$ cat src/sv/rmf_pkg.sv
// ----------------------------------------------------------------------------
// rmf_pkg
// shared types and constants of the 3x3 median filter
// ----------------------------------------------------------------------------
`timescale 1ns / 1ps
`default_nettype none
package rmf_pkg;
  localparam int unsigned MaxWidth = 1024;
  localparam int unsigned ColW = $clog2(MaxWidth + 1);
  localparam int unsigned AddrW = $clog2(MaxWidth);
  localparam int unsigned CfgW = 16;
  localparam int unsigned IdxW = 1;
  localparam logic [IdxW-1:0] RegWidth = 1'b0;
  localparam logic [IdxW-1:0] RegHeight = 1'b1;
  localparam logic KindPixel = 1'b0;
  localparam logic KindFlush = 1'b1;

  typedef logic [23:0] pix_t;

  typedef struct packed {
    logic       kind;
    logic [7:0] red_in;
    logic [7:0] green_in;
    logic [7:0] blue_in;
  } in_item_t;

  typedef struct packed {
    logic [7:0] red_out;
    logic [7:0] green_out;
    logic [7:0] blue_out;
    logic       frame_end;
  } out_item_t;

  typedef struct packed {
    logic [7:0] lo;
    logic [7:0] hi;
  } pair_t;

  function automatic pair_t sort2(input logic [7:0] a, input logic [7:0] b);
    pair_t p;
    p.lo = (a < b) ? a : b;
    p.hi = (a < b) ? b : a;
    return p;
  endfunction
endpackage
`default_nettype wire

$ cat src/sv/rmf_col_cell.sv
// ----------------------------------------------------------------------------
// rmf_col_cell
// one window column of three pixels, shifted to the next cell on advance
// ----------------------------------------------------------------------------
`timescale 1ns / 1ps
`default_nettype none
module rmf_col_cell (
  input  wire logic         clk_i,
  input  wire logic         rst_ni,
  input  wire logic         adv_i,
  input  wire rmf_pkg::pix_t col_i [3],
  output rmf_pkg::pix_t      col_o [3]
);
  import rmf_pkg::*;
  pix_t col_q [3];
  always_ff @(posedge clk_i or negedge rst_ni) begin
    if (!rst_ni) begin
      for (int r = 0; r < 3; r++) col_q[r] <= '0;
    end else if (adv_i) begin
      for (int r = 0; r < 3; r++) col_q[r] <= col_i[r];
    end
  end
  assign col_o = col_q;
endmodule
`default_nettype wire

$ cat config.mk
export PLATFORM = sky130hd
export DESIGN_NAME = rmf_col_cell
export DESIGN_NICKNAME = d
export VERILOG_FILES = /design/src/sv/rmf_pkg.sv /design/src/sv/rmf_col_cell.sv
export SDC_FILE = /design/constraint.sdc
export NUM_CORES = 1
export LEC_CHECK = 0
export BUFFER_PORTS_ARGS = -buffer_cell sky130_fd_sc_hd__buf_2
export CAP_MARGIN = 30
export CORE_ASPECT_RATIO = 1.1
export CORE_MARGIN = 1
export CORE_UTILIZATION = 46
export DETAILED_ROUTE_END_ITERATION = 7
export GPL_TIMING_DRIVEN = 0
export PLACE_DENSITY = 0.82
export SETUP_SLACK_MARGIN = 0.02
export SYNTH_ARGS = -nofsm -noshare
export SYNTH_HDL_FRONTEND = slang
export SYNTH_SLANG_ARGS = --single-unit
$ cat constraint.sdc
create_clock -name clk_i -period 0.85 [get_ports clk_i]
set_input_delay 0.085 -clock clk_i [delete_from_list [all_inputs] [get_ports clk_i]]
set_output_delay 0.085 -clock clk_i [all_outputs]
set_load 0.005 [all_outputs]
# After elaboration in Yosys (flattened, before gate mapping)
# Cells that the tools add are included.
totals:
  regBits: 72
  romBits: 0
  latch_bits: 0
  n_memories: 0
  elab_cells: 3
  mem_bits_rw: 0
  input_bits: 75
op_classes:
  magnitude_cmp: 0
  multipliers: 0
  n_mux: 0
  bitwise: 0
  n_reduce_logical: 0
  addsub: 0
  shifts: 0
  n_eq_ne: 0
  div_mod_pow: 0

# Depth between registers and ports, before layout
# Gate-level depths: netlist of run 1.
logic_depth:
  depth_word: 0
  ltp_mapped: 3
  depth_no_buf: 1

# Worst setup path before layout of run 1
# Ideal clock, no wire load.
synth_path:
  kind: "input-to-reg"
  start: "in adv_i"
  end: "reg col_q, in the netlist col_o[0]"
  required_time_ps: 725
  arrival_ps: 696
  setup_ps: 125
  setup_slack_ps: 28
  path_stages: 3
  cell_sequence: "buf_6 > buf_12 > mux2_4"
synth_lines:
  columns: ["element", "line_no", "text"]
  rows:
  - ["from (decl)", "rmf_col_cell.sv:10", "input wire logic adv_i,"]
  - ["to (decl)", "rmf_col_cell.sv:15", "pix_t col_q [3];"]
# No word-level cell between the ends.

# Final worst setup path of run 1
layout_path:
  start: "reg col_q, in the netlist col_o[8]"
  end: "out col_o[8] in the netlist's numbering"
layout_lines:
  columns: ["element", "line_no", "text"]
  rows:
  - ["to (decl)", "rmf_col_cell.sv:12", "output rmf_pkg::pix_t col_o [3]"]
# No word-level cell between the ends.

==> run summary, run 1 <==
WL/cell: 17.4 µm
warnings from Yosys: 0
post-synthesis mux area share: 35.5%
Arr. time, crit path: 0.89 ns
vias in the first global route: 2554
RSZ-0062 raised after global routing: yes
number of H-tree branching levels: 3
max reg flops: 72
number of instances in the synthesized netlist: 152
flip-flop cell with the highest count after synthesis: sky130_fd_sc_hd__dfrtp_1
achievable clock frequency: 1.03 GHz
overall die width: 79.3 µm
post-synth top area share: 59.5%
final non-filler cell total: 513
number of antenna violations at the first check in global routing: 0
path class of the lowest-slack min-delay path: input port to async pin
number of buffers on the longest clock path: 2
final design utilization: 84.4%
number of I/O pins: 147
residual DRC count: 0
critical path class: register to output pin
number of clock buffers inserted by TritonCTS: 9
Cell Chain, Critical Path: buf_2
CTS tree: done
Worst Setup Start Kind: register
total global routing track utilization: 25.2%
critical path buffer and inverter count: 1
number of distinct library cells after synthesis: 5
count of state elements after synthesis: 72
clock root buffer: sky130_fd_sc_hd__clkbuf_8
Remaining Overflow, GRT: 0
area enclosed by the die boundary: 0.00691 mm²
sequential share of the synthesized area: 59.5%
crit path capture type: output pin
leak pwr: 0.00276 µW
Post-Syn Nets: 227
first-pass GRT wire length: 12600 µm
PnR worst setup slack: -0.125 ns
xor and xnor fraction of the mapped netlist area: 0%
total number of vias: 2332
DIE HEIGHT: 87.1 µm
number of DRC markers after the initial detailed-route iteration: 79
number of enable-type register cells in the synthesized netlist: 0
Area Overhead vs Synth: 74.7%
simple-gate area share of the yosys netlist: 0%
Max-slew headroom: 41.8%
net total in the final layout: 503
slowest cell on the critical path: sky130_fd_sc_hd__dfrtp_1
crit-path max cell delay: 0.41 ns
Hold-fix buffers, CTS: 71
cell type with the highest aggregate area in the netlist: sky130_fd_sc_hd__dfrtp_1
total of endpoints with negative setup slack in the final report: 121
most area-consuming cells after synthesis: sky130_fd_sc_hd__dfrtp_1 (60%), sky130_fd_sc_hd__mux2_4 (35%), sky130_fd_sc_hd__buf_12 (4.6%)
area inside the core boundary: 0.00627 mm²
Final Slew Violations: 0
drt via density: 4.55
number of max-cap violations: 0
Placement Cell Area: 0.00385 mm²
worst hold slack: -0.119 ns
crit share post-route: 115%
share of post-route cells with drive strength above 1: 67.0%
pin count of the biggest net entering global routing: 73
area of all placed cells without fillers: 0.00529 mm²
total instance count after detailed placement: 377
post-synthesis adder-cell area fraction: 0%
initial core utilization: 48.3%
sink count of the clock tree: 72
first-pass detailed-route iteration total: 4
failing checks: negative hold slack, negative setup slack
run status: complete, but fails checks
cell family contributing the most delay on the critical path: flip-flops
input/output buffers: 145
placement row count: 30
worst reg-to-reg setup slack: -0.07 ns
share of synthesized registers carrying an async set or reset: 100%
Post-synth top cells: sky130_fd_sc_hd__dfrtp_1 (72), sky130_fd_sc_hd__mux2_4 (70), sky130_fd_sc_hd__buf_12 (7)
register clock-pin slew on the reported worst setup and hold paths: 0.08 ns
Antenna Cells: 0
Final Hold Viols: 72
estimated wirelength of the detail-placed design: 4610 µm
required time at the endpoint of the critical path: 0.76 ns
Worst-Skew Late Latency: 0.33 ns
combinational family with the most area after synthesis: multiplexers
clock period minus worst slack: 0.975 ns
Power Density: 1800 mW/mm²
sum of internal, switching and leakage power: 9500 µW
Detail Route Antenna Nets: 0
count leader, synth: sky130_fd_sc_hd__dfrtp_1
cell area after synthesis: 0.00303 mm²
worst slew pin tran: 0.873 ns
IR Drop Worst-Case VDD: 1.76 mV
routability congestion estimate: 0.743
Max FO, Critical Path: 2
sum of routed wire length over all layers: 8910 µm
Max Clock Skew: 0 ns
area fraction in compound gates after synthesis: 0%
Synth Area per Inst: 19.9 µm²
-- cell type report --
type	instances	area, µm²
repair buffers	265	1910
flip-flops and latches	72	1800
multi-input cells	72	1070
fillers	284	980
clock buffers	11	151
plain buffers	8	151
clock inverters	5	103
well taps	80	100
-- routing by layer --
| layer | vias to the layer above | wire length (µm) | track usage, % |
|---|---|---|---|
| met5 | - | 0 | 0 |
| met4 | 0 | 266 | 12.4 |
| met3 | 23 | 338 | 5.13 |
| met2 | 90 | 4990 | 46.9 |
| met1 | 1137 | 3320 | 26.9 |
| li1 | 1082 | - | - |
-- what timing repair did --
item                       4_1_cts  5_1_grt
buffers inserted                41        8
setup endpoints to repair       72      113
resized for setup                0       27
hold endpoints to repair       143       72
-- through the flow --
stage / TNS, ns / worst slack (ns)
finish: -8.04 / -0.125
floorplan: 0 / 0.0284
global route: -11.75 / -0.161
global placement: -47.59 / -0.637
CTS: -7.32 / -0.102
detailed placement: -2.20 / -0.0464
-- worst paths after layout --
path	start	end	cells past startpoint
hold / removal	rst_ni	col_o[30]	1
max in group asynchronous	rst_ni	col_o[47]	1
hold reg to reg	col_o[45]	col_o[45]	1
setup reg to reg	col_o[23]	col_o[23]	2
setup / recovery	col_o[8]	col_o[8]	1
min in group clk_i	col_i[49]	col_o[49]	2
-- report_power, final --
part           total (µW)  leakage, µW  internal (µW)  switching, µW
logic                2160      0.00179           1470            689
registers            3990     0.000842           3770            224
clock network        3350     0.000126           2110           1240
-- cell usage in the layout (no fill, tap or decap), drive strengths merged --
| cell type | count |
|---|---|
| buf | 202 |
| dfrtp | 72 |
| clkinvlp | 1 |
| dlygate4sd3 | 71 |
| clkinv | 1 |
| bufinv | 3 |
| clkbuf | 11 |
| mux2 | 72 |
-- kinds of logic (layout without fill, tap and decap cells) --
kind of cell           Yosys count  after routing
muxes                           72             72
DFF                             72             72
buffers and inverters            8            289
(Power assumes the default switching activity.)
==> run 2, diff against run 1 <==
--- a/config.mk
+++ b/config.mk
@@ -5,14 +5,15 @@
 export SDC_FILE = /design/constraint.sdc
 export NUM_CORES = 1
 export LEC_CHECK = 0
+export ABC_AREA = 1
 export BUFFER_PORTS_ARGS = -buffer_cell sky130_fd_sc_hd__buf_2
 export CAP_MARGIN = 30
 export CORE_ASPECT_RATIO = 1.1
 export CORE_MARGIN = 1
-export CORE_UTILIZATION = 46
+export CORE_UTILIZATION = 44
 export DETAILED_ROUTE_END_ITERATION = 7
 export GPL_TIMING_DRIVEN = 0
-export PLACE_DENSITY = 0.82
+export PLACE_DENSITY = 0.81
 export SETUP_SLACK_MARGIN = 0.02
 export SYNTH_ARGS = -nofsm -noshare
 export SYNTH_HDL_FRONTEND = slang
==> run summary, run 2 <==
number of I/O pins: 147 (unchanged)
RSZ-0062 raised after global routing: yes
Arr. time, crit path: 0.90 ns (about the same)
Max Clock Skew: 0 ns (unchanged)
initial core utilization: 46.5% (-1.8 points)
total global routing track utilization: 25.9% (+0.67 points)
Power Density: 1720 mW/mm² (-4.2%)
run status: complete, but fails checks
sink count of the clock tree: 72 (unchanged)
count of state elements after synthesis: 72 (unchanged)
most area-consuming cells after synthesis: sky130_fd_sc_hd__dfrtp_1 (66%), sky130_fd_sc_hd__nand2_1 (29%), sky130_fd_sc_hd__buf_6 (3.3%)
routability congestion estimate: 0.773 (+4.1%)
Synth Area per Inst: 9.04 µm² (-55%)
Area Overhead vs Synth: 75.1%
number of clock buffers inserted by TritonCTS: 9 (unchanged)
Max-slew headroom: 41.6% (-0.24 points)
leak pwr: 0.00279 µW (+1.1%)
warnings from Yosys: 0 (unchanged)
placement row count: 29 (-3.3%)
Remaining Overflow, GRT: 0 (unchanged)
number of DRC markers after the initial detailed-route iteration: 125 (+58%)
worst slew pin tran: 0.876 ns (+0.00357 ns)
WL/cell: 13.7 µm (-21%)
total of endpoints with negative setup slack in the final report: 74 (-39%)
clock period minus worst slack: 0.980 ns (+0.00553 ns)
overall die width: 77.4 µm (-2.5%)
sum of internal, switching and leakage power: 8280 µW (-13%)
area inside the core boundary: 0.00591 mm² (-5.6%)
input/output buffers: 145 (unchanged)
number of antenna violations at the first check in global routing: 0 (unchanged)
number of H-tree branching levels: 3 (unchanged)
worst setup slack before clock tree synthesis: -0.00144 ns (+0.0450 ns)
Placement Cell Area: 0.00357 mm² (-7.3%)
Hold-fix buffers, CTS: 72 (+1.4%)
sum of routed wire length over all layers: 8960 µm (+0.62%)
required time at the endpoint of the critical path: 0.76 ns (about the same)
most used cells in the layout excluding fill and tap cells: sky130_fd_sc_hd__nand2_1 (214), sky130_fd_sc_hd__buf_2 (150), sky130_fd_sc_hd__dfrtp_1 (72), sky130_fd_sc_hd__dlygate4sd3_1 (72), sky130_fd_sc_hd__buf_4 (43)
register clock-pin slew on the reported worst setup and hold paths: 0.08 ns (about the same)
total number of vias: 2996 (+28%)
estimated wirelength of the detail-placed design: 4580 µm (-0.80%)
number of instances in the synthesized netlist: 304 (+100%)
vias in the first global route: 2947 (+15%)
cell area after synthesis: 0.00275 mm² (-9.2%)
Final Slew Violations: 0 (unchanged)
pin count of the biggest net entering global routing: 73 (unchanged)
crit-path max cell delay: 0.42 ns (about the same)
Post-Syn Nets: 379 (+67%)
post-synth top area share: 65.5% (+6.0 points)
drt via density: 4.58 (+0.78%)
number of max-cap violations: 0 (unchanged)
sequential share of the synthesized area: 65.5% (+6.0 points)
DIE HEIGHT: 84.9 µm (-2.5%)
net total in the final layout: 648 (+29%)
path class of the lowest-slack min-delay path: input port to async pin
clock root buffer: sky130_fd_sc_hd__clkbuf_8
max reg flops: 72 (unchanged)
Worst Setup Start Kind: register
CTS tree: done
Antenna Cells: 0 (unchanged)
Final Hold Viols: 72 (unchanged)
slowest cell on the critical path: sky130_fd_sc_hd__dfrtp_1
IR Drop Worst-Case VDD: 1.20 mV (-31%)
PnR worst setup slack: -0.130 ns (-0.00553 ns)
number of buffers on the longest clock path: 2 (unchanged)
crit share post-route: 115% (+0.65 points)
critical path buffer and inverter count: 1 (unchanged)
residual DRC count: 0 (unchanged)
number of enable-type register cells in the synthesized netlist: 0 (unchanged)
Cell Chain, Critical Path: buf_2
area enclosed by the die boundary: 0.00657 mm² (-4.9%)
flip-flop cell with the highest count after synthesis: sky130_fd_sc_hd__dfrtp_1
Detail Route Antenna Nets: 0 (unchanged)
share of post-route cells with drive strength above 1: 38.0% (-29 points)
achievable clock frequency: 1.02 GHz (-0.56%)
failing checks: negative hold slack, negative setup slack
crit path capture type: output pin
critical path class: register to output pin
worst hold slack: -0.141 ns (-0.0222 ns)
first-pass detailed-route iteration total: 4 (unchanged)
cell type with the highest aggregate area in the netlist: sky130_fd_sc_hd__dfrtp_1
first-pass GRT wire length: 13100 µm (+3.4%)
Post-synth top cells: sky130_fd_sc_hd__nand2_1 (216), sky130_fd_sc_hd__dfrtp_1 (72), sky130_fd_sc_hd__buf_6 (8)
count leader, synth: sky130_fd_sc_hd__nand2_1
area of all placed cells without fillers: 0.00481 mm² (-9.0%)
number of distinct library cells after synthesis: 6 (+1)
Post-Route Setup TNS: -5.35 ns (+2.69 ns)
Max FO, Critical Path: 2 (unchanged)
Worst-Skew Late Latency: 0.32 ns (about the same)
cell family contributing the most delay on the critical path: flip-flops
share of synthesized registers carrying an async set or reset: 100% (unchanged)
leading cell type in the layout, fill and taps excluded: sky130_fd_sc_hd__nand2_1
## run 2: changes by cell type after synthesis
cell                      before  now
sky130_fd_sc_hd__nand2_1       0  216
sky130_fd_sc_hd__mux2_4       70    0
sky130_fd_sc_hd__buf_12        7    0
sky130_fd_sc_hd__buf_6         1    8
sky130_fd_sc_hd__buf_2         0    6
sky130_fd_sc_hd__mux2_2        2    0
sky130_fd_sc_hd__buf_4         0    1
sky130_fd_sc_hd__inv_6         0    1
## run 2: layer usage
layer  wire length, µm  up-vias  GRT usage [%]  part of all wire, %
met5                 0        -              0                    0
met4               320        0           13.0                  3.6
met3               426       30           5.16                  4.8
met2              4710      122           48.8                   53
met1              3500     1395           27.1                   39
li1                  -     1449              -                    -
## run 2: worst paths after layout
| kind | depth (start not counted) | startpoint | slack (ns) | end |
|---|---|---|---|---|
| min in group clk_i | 3 | adv_i | 0.04 | col_o[69] |
| worst min-delay path | 1 | rst_ni | -0.14 | col_o[13] |
| worst max-delay path | 1 | col_o[10] | -0.13 | col_o[10] |
| max in group asynchronous | 1 | rst_ni | 0.40 | col_o[38] |
| worst max register to register | 4 | col_o[10] | -0.06 | col_o[10] |
| worst min register to register | 2 | col_o[42] | 0.47 | col_o[42] |
## run 2: logic make-up (layout without fill, tap and decap cells)
kind of cell	after synthesis	in the layout	synth area share, %
buffers and inverters	16	289	4.96
and+or+nand+nor	216	216	29.5
DFF	72	72	65.5
## run 2: through the flow
step	util (%)	cells	hold WS, ns
after CTS	77.9	627	-0.0959
after detailed placement	60.4	526	0.263
after global routing	81.4	654	-0.0682
after floorplan	-	304	-0.211
final	81.4	654	-0.141
after global placement	60.4	526	0.285
## run 2: timing repair
| action | in CTS | in global routing |
|---|---|---|
| cloned | 0 | 0 |
| endpoints found under the setup margin | 72 | 72 |
| setup buffers | 14 | 27 |
| pin swaps | 0 | 2 |
| gates resized for setup | 0 | 2 |
| hold endpoints to repair | 144 | 72 |
## run 2: report_power, final
part           total [µW]  switching (µW)  internal (µW)  leakage, µW
logic                1620             700            919      0.00181
clock network        2760            1190           1570     0.000108
registers            3890             165           3730     0.000877
## run 2: cell type report
type | instances | area, µm²
Tap cell | 77 | 96.3
Timing Repair Buffer | 258 | 1760
Clock inverter | 3 | 40.0
Sequential cell | 72 | 1800
Clock buffer | 12 | 165
Inverter | 1 | 8.76
Multi-Input combinational cell | 216 | 816
Buffer | 15 | 128
Fill cell | 358 | 1100
==> run 3, diff against run 2 <==
--- a/config.mk
+++ b/config.mk
@@ -10,10 +10,10 @@
 export CAP_MARGIN = 30
 export CORE_ASPECT_RATIO = 1.1
 export CORE_MARGIN = 1
-export CORE_UTILIZATION = 44
+export CORE_UTILIZATION = 40
 export DETAILED_ROUTE_END_ITERATION = 7
 export GPL_TIMING_DRIVEN = 0
-export PLACE_DENSITY = 0.81
+export PLACE_DENSITY = 0.77
 export SETUP_SLACK_MARGIN = 0.02
 export SYNTH_ARGS = -nofsm -noshare
 export SYNTH_HDL_FRONTEND = slang
==> constraint.sdc (replaced) <==
create_clock -name clk_i -period 0.8 [get_ports clk_i]
set_input_delay 0.16 -clock clk_i [delete_from_list [all_inputs] [get_ports clk_i]]
set_output_delay 0.16 -clock clk_i [all_outputs]
set_load 0.005 [all_outputs]
==> run summary, run 3 (synthesized netlist as in run 2, its figures left out) <==
failing checks: negative hold slack, negative setup slack
Arr. time, crit path: 0.86 ns (-0.04 ns)
Worst Setup Start Kind: register
Remaining Overflow, GRT: 0 (unchanged)
crit path capture type: output pin
max reg flops: 72 (unchanged)
sum of routed wire length over all layers: 6590 µm (-26%)
CTS tree: done
top routing layer in use: met4
routed length on met2: 3270 µm (-31%)
crit-path max cell delay: 0.39 ns (-0.03 ns)
design internal power: 6530 µW (+5.0%)
number of antenna violations at the first check in global routing: 0 (unchanged)
Power Density: 2090 mW/mm² (+22%)
cell family contributing the most delay on the critical path: flip-flops
combined flip-flop and latch cell area: 0.00180 mm² (unchanged)
first-pass GRT wire length: 9430 µm (-28%)
final non-filler cell total: 585 (-11%)
placement row count: 31 (+6.9%)
critical path buffer and inverter count: 1 (unchanged)
clock root buffer: sky130_fd_sc_hd__clkbuf_8
sink count of the clock tree: 72 (unchanged)
Final Slew Violations: 0 (unchanged)
register clock-pin slew on the reported worst setup and hold paths: 0.08 ns (about the same)
leak pwr: 0.00247 µW (-11%)
number of I/O pins: 147 (unchanged)
filler cell count in the final layout: 600 (+68%)
number of clock buffers inserted by TritonCTS: 9 (unchanged)
drt via density: 4.27 (-6.8%)
Max-slew headroom: 42.5% (+0.91 points)
total global routing track utilization: 17.6% (-8.3 points)
worst hold slack: -0.0539 ns (+0.0869 ns)
number of buffers on the longest clock path: 2 (unchanged)
Final Hold Viols: 72 (unchanged)
Max FO, Critical Path: 2 (unchanged)
input/output buffers: 145 (unchanged)
number of max-cap violations: 0 (unchanged)
area inside the core boundary: 0.00663 mm² (+12%)
share of post-route cells with drive strength above 1: 43.1% (+5.2 points)
Worst-Skew Late Latency: 0.33 ns (about the same)
power dissipated by switching net loads: 2080 µW (+0.97%)
length of routed met3 wiring: 419 µm (-1.6%)
total of endpoints with negative setup slack in the final report: 80 (+8.1%)
crit share post-route: 128%
WL/cell: 11.3 µm (-18%)
leading cell type in the layout, fill and taps excluded: sky130_fd_sc_hd__nand2_1
critical path class: register to output pin
Metal-1 WL: 2790 µm (-20%)
overall die width: 81.0 µm (+4.8%)
RSZ-0062 raised after global routing: yes
DIE HEIGHT: 88.9 µm (+4.8%)
combinational cell fraction of total power: 15.9% (-3.7 points)
Antenna Cells: 0 (unchanged)
PnR worst setup slack: -0.222 ns (-0.0912 ns)
most used cells in the layout excluding fill and tap cells: sky130_fd_sc_hd__nand2_1 (211), sky130_fd_sc_hd__buf_2 (150), sky130_fd_sc_hd__dfrtp_1 (72), sky130_fd_sc_hd__buf_4 (37), sky130_fd_sc_hd__clkbuf_8 (10)
achievable clock frequency: 0.979 GHz
net switching fraction of the power: 24.1% (-0.72 points)
path class of the lowest-slack min-delay path: input port to async pin
Max Clock Skew: 0 ns (unchanged)
Area Overhead vs Synth: 49.4%
net total in the final layout: 573 (-12%)
vias in the first global route: 2122 (-28%)
estimated wirelength of the detail-placed design: 4400 µm (-4.0%)
clock period minus worst slack: 1.02 ns
slowest cell on the critical path: sky130_fd_sc_hd__dfrtp_1
Detail Route Antenna Nets: 0 (unchanged)
number of DRC markers after the initial detailed-route iteration: 86 (-31%)
Multi-input gate area: 823 µm² (+0.92%)
initial core utilization: 41.4% (-5.0 points)
Post-Route Setup TNS: -14.45 ns (-9.10 ns)
total instance count after detailed placement: 531 (+0.95%)
number of H-tree branching levels: 3 (unchanged)
total number of vias: 2497 (-17%)
sequential fraction of design power: 47.8% (+0.8 points)
Cell Chain, Critical Path: buf_2
first-pass detailed-route iteration total: 4 (unchanged)
IR Drop Worst-Case VDD: 1.17 mV (-2.9%)
required time at the endpoint of the critical path: 0.64 ns (-0.12 ns)
share of power burned in the clock network: 36.3% (+2.9 points)
residual DRC count: 0 (unchanged)
pin count of the biggest net entering global routing: 73 (unchanged)
worst setup slack before clock tree synthesis: -0.138 ns (-0.137 ns)
area enclosed by the die boundary: 0.00721 mm² (+9.7%)
routability congestion estimate: 0.738 (-4.5%)
run status: complete, but fails checks
worst slew pin tran: 0.863 ns (-0.0136 ns)
## run 3: cell count changes in the layout (fill, tap and decap cells not counted), sizes merged
| cell | previous run | this run |
|---|---|---|
| bufinv | 1 | 2 |
| dlygate4sd3 | 72 | 2 |
| clkbuf | 12 | 11 |
| clkinvlp | 0 | 2 |
| buf | 201 | 196 |
| clkinv | 2 | 1 |
## run 3: what timing repair did
item                                   4_1_cts  5_1_grt
buffers inserted                            19       17
pin swaps                                    0        1
endpoints found under the hold margin       74        0
setup endpoints to repair                   72       72
gates resized for setup                      0        6
hold buffers                                 2        0
## run 3: area by class of cell
cell class / instances / area share (%)
tap: 82 / 2.50
buffer: 15 / 3.11
timing repair buffer: 183 / 24.9
sequential: 72 / 43.9
clock inverter: 5 / 1.95
multi-input combinational: 216 / 20.0
inverter: 1 / 0.213
clock buffer: 11 / 3.44
## run 3: final timing paths
path | depth (start not counted) | slack, ns | start | endpoint
setup reg to reg | 4 | -0.06 | col_o[15] | col_o[15]
hold reg to reg | 2 | 0.47 | col_o[17] | col_o[17]
min in group clk_i | 3 | 0.02 | col_i[9] | col_o[9]
setup / recovery | 1 | -0.22 | col_o[11] | col_o[11]
hold / removal | 1 | -0.05 | rst_ni | col_o[55]
max in group asynchronous | 1 | 0.30 | rst_ni | col_o[40]
## run 3: layer usage
metal  track usage, %  up-vias
li1                 -     1296
met1             20.9     1095
met3             4.80       11
met5                0        -
met2             29.5       95
met4             8.77        0
## run 3: worst reg2reg max path, delay by kind of cell (launching register included)
kind,cells,cell delay [ns]
buffers and inverters,2,0.25
flip-flops,1,0.39
AND/OR/NAND/NOR,2,0.11
## run 3: stage by stage
step / area (µm²) / util [%] / total power (µW) / hold WS (ns)
after CTS: 3960 / 59.8 / 8600 / -0.0316
after detailed placement: 3580 / 54.0 / 5310 / 0.345
final: 4110 / 61.9 / 8610 / -0.0539
after floorplan: 2750 / - / 4640 / -0.136
after global routing: 4110 / 61.9 / 9050 / 0.00843
after global placement: 3580 / 53.9 / 5270 / 0.359
## run 3: power groups by stage
stage,registers (µW),logic [µW],clock network [µW]
2_1_floorplan,4220,414,0
3_3_place_gp,4180,1090,0
3_5_place_dp,4180,1130,0
4_1_cts,4110,1260,3230
5_1_grt,4150,1540,3360
6_report,4120,1370,3120
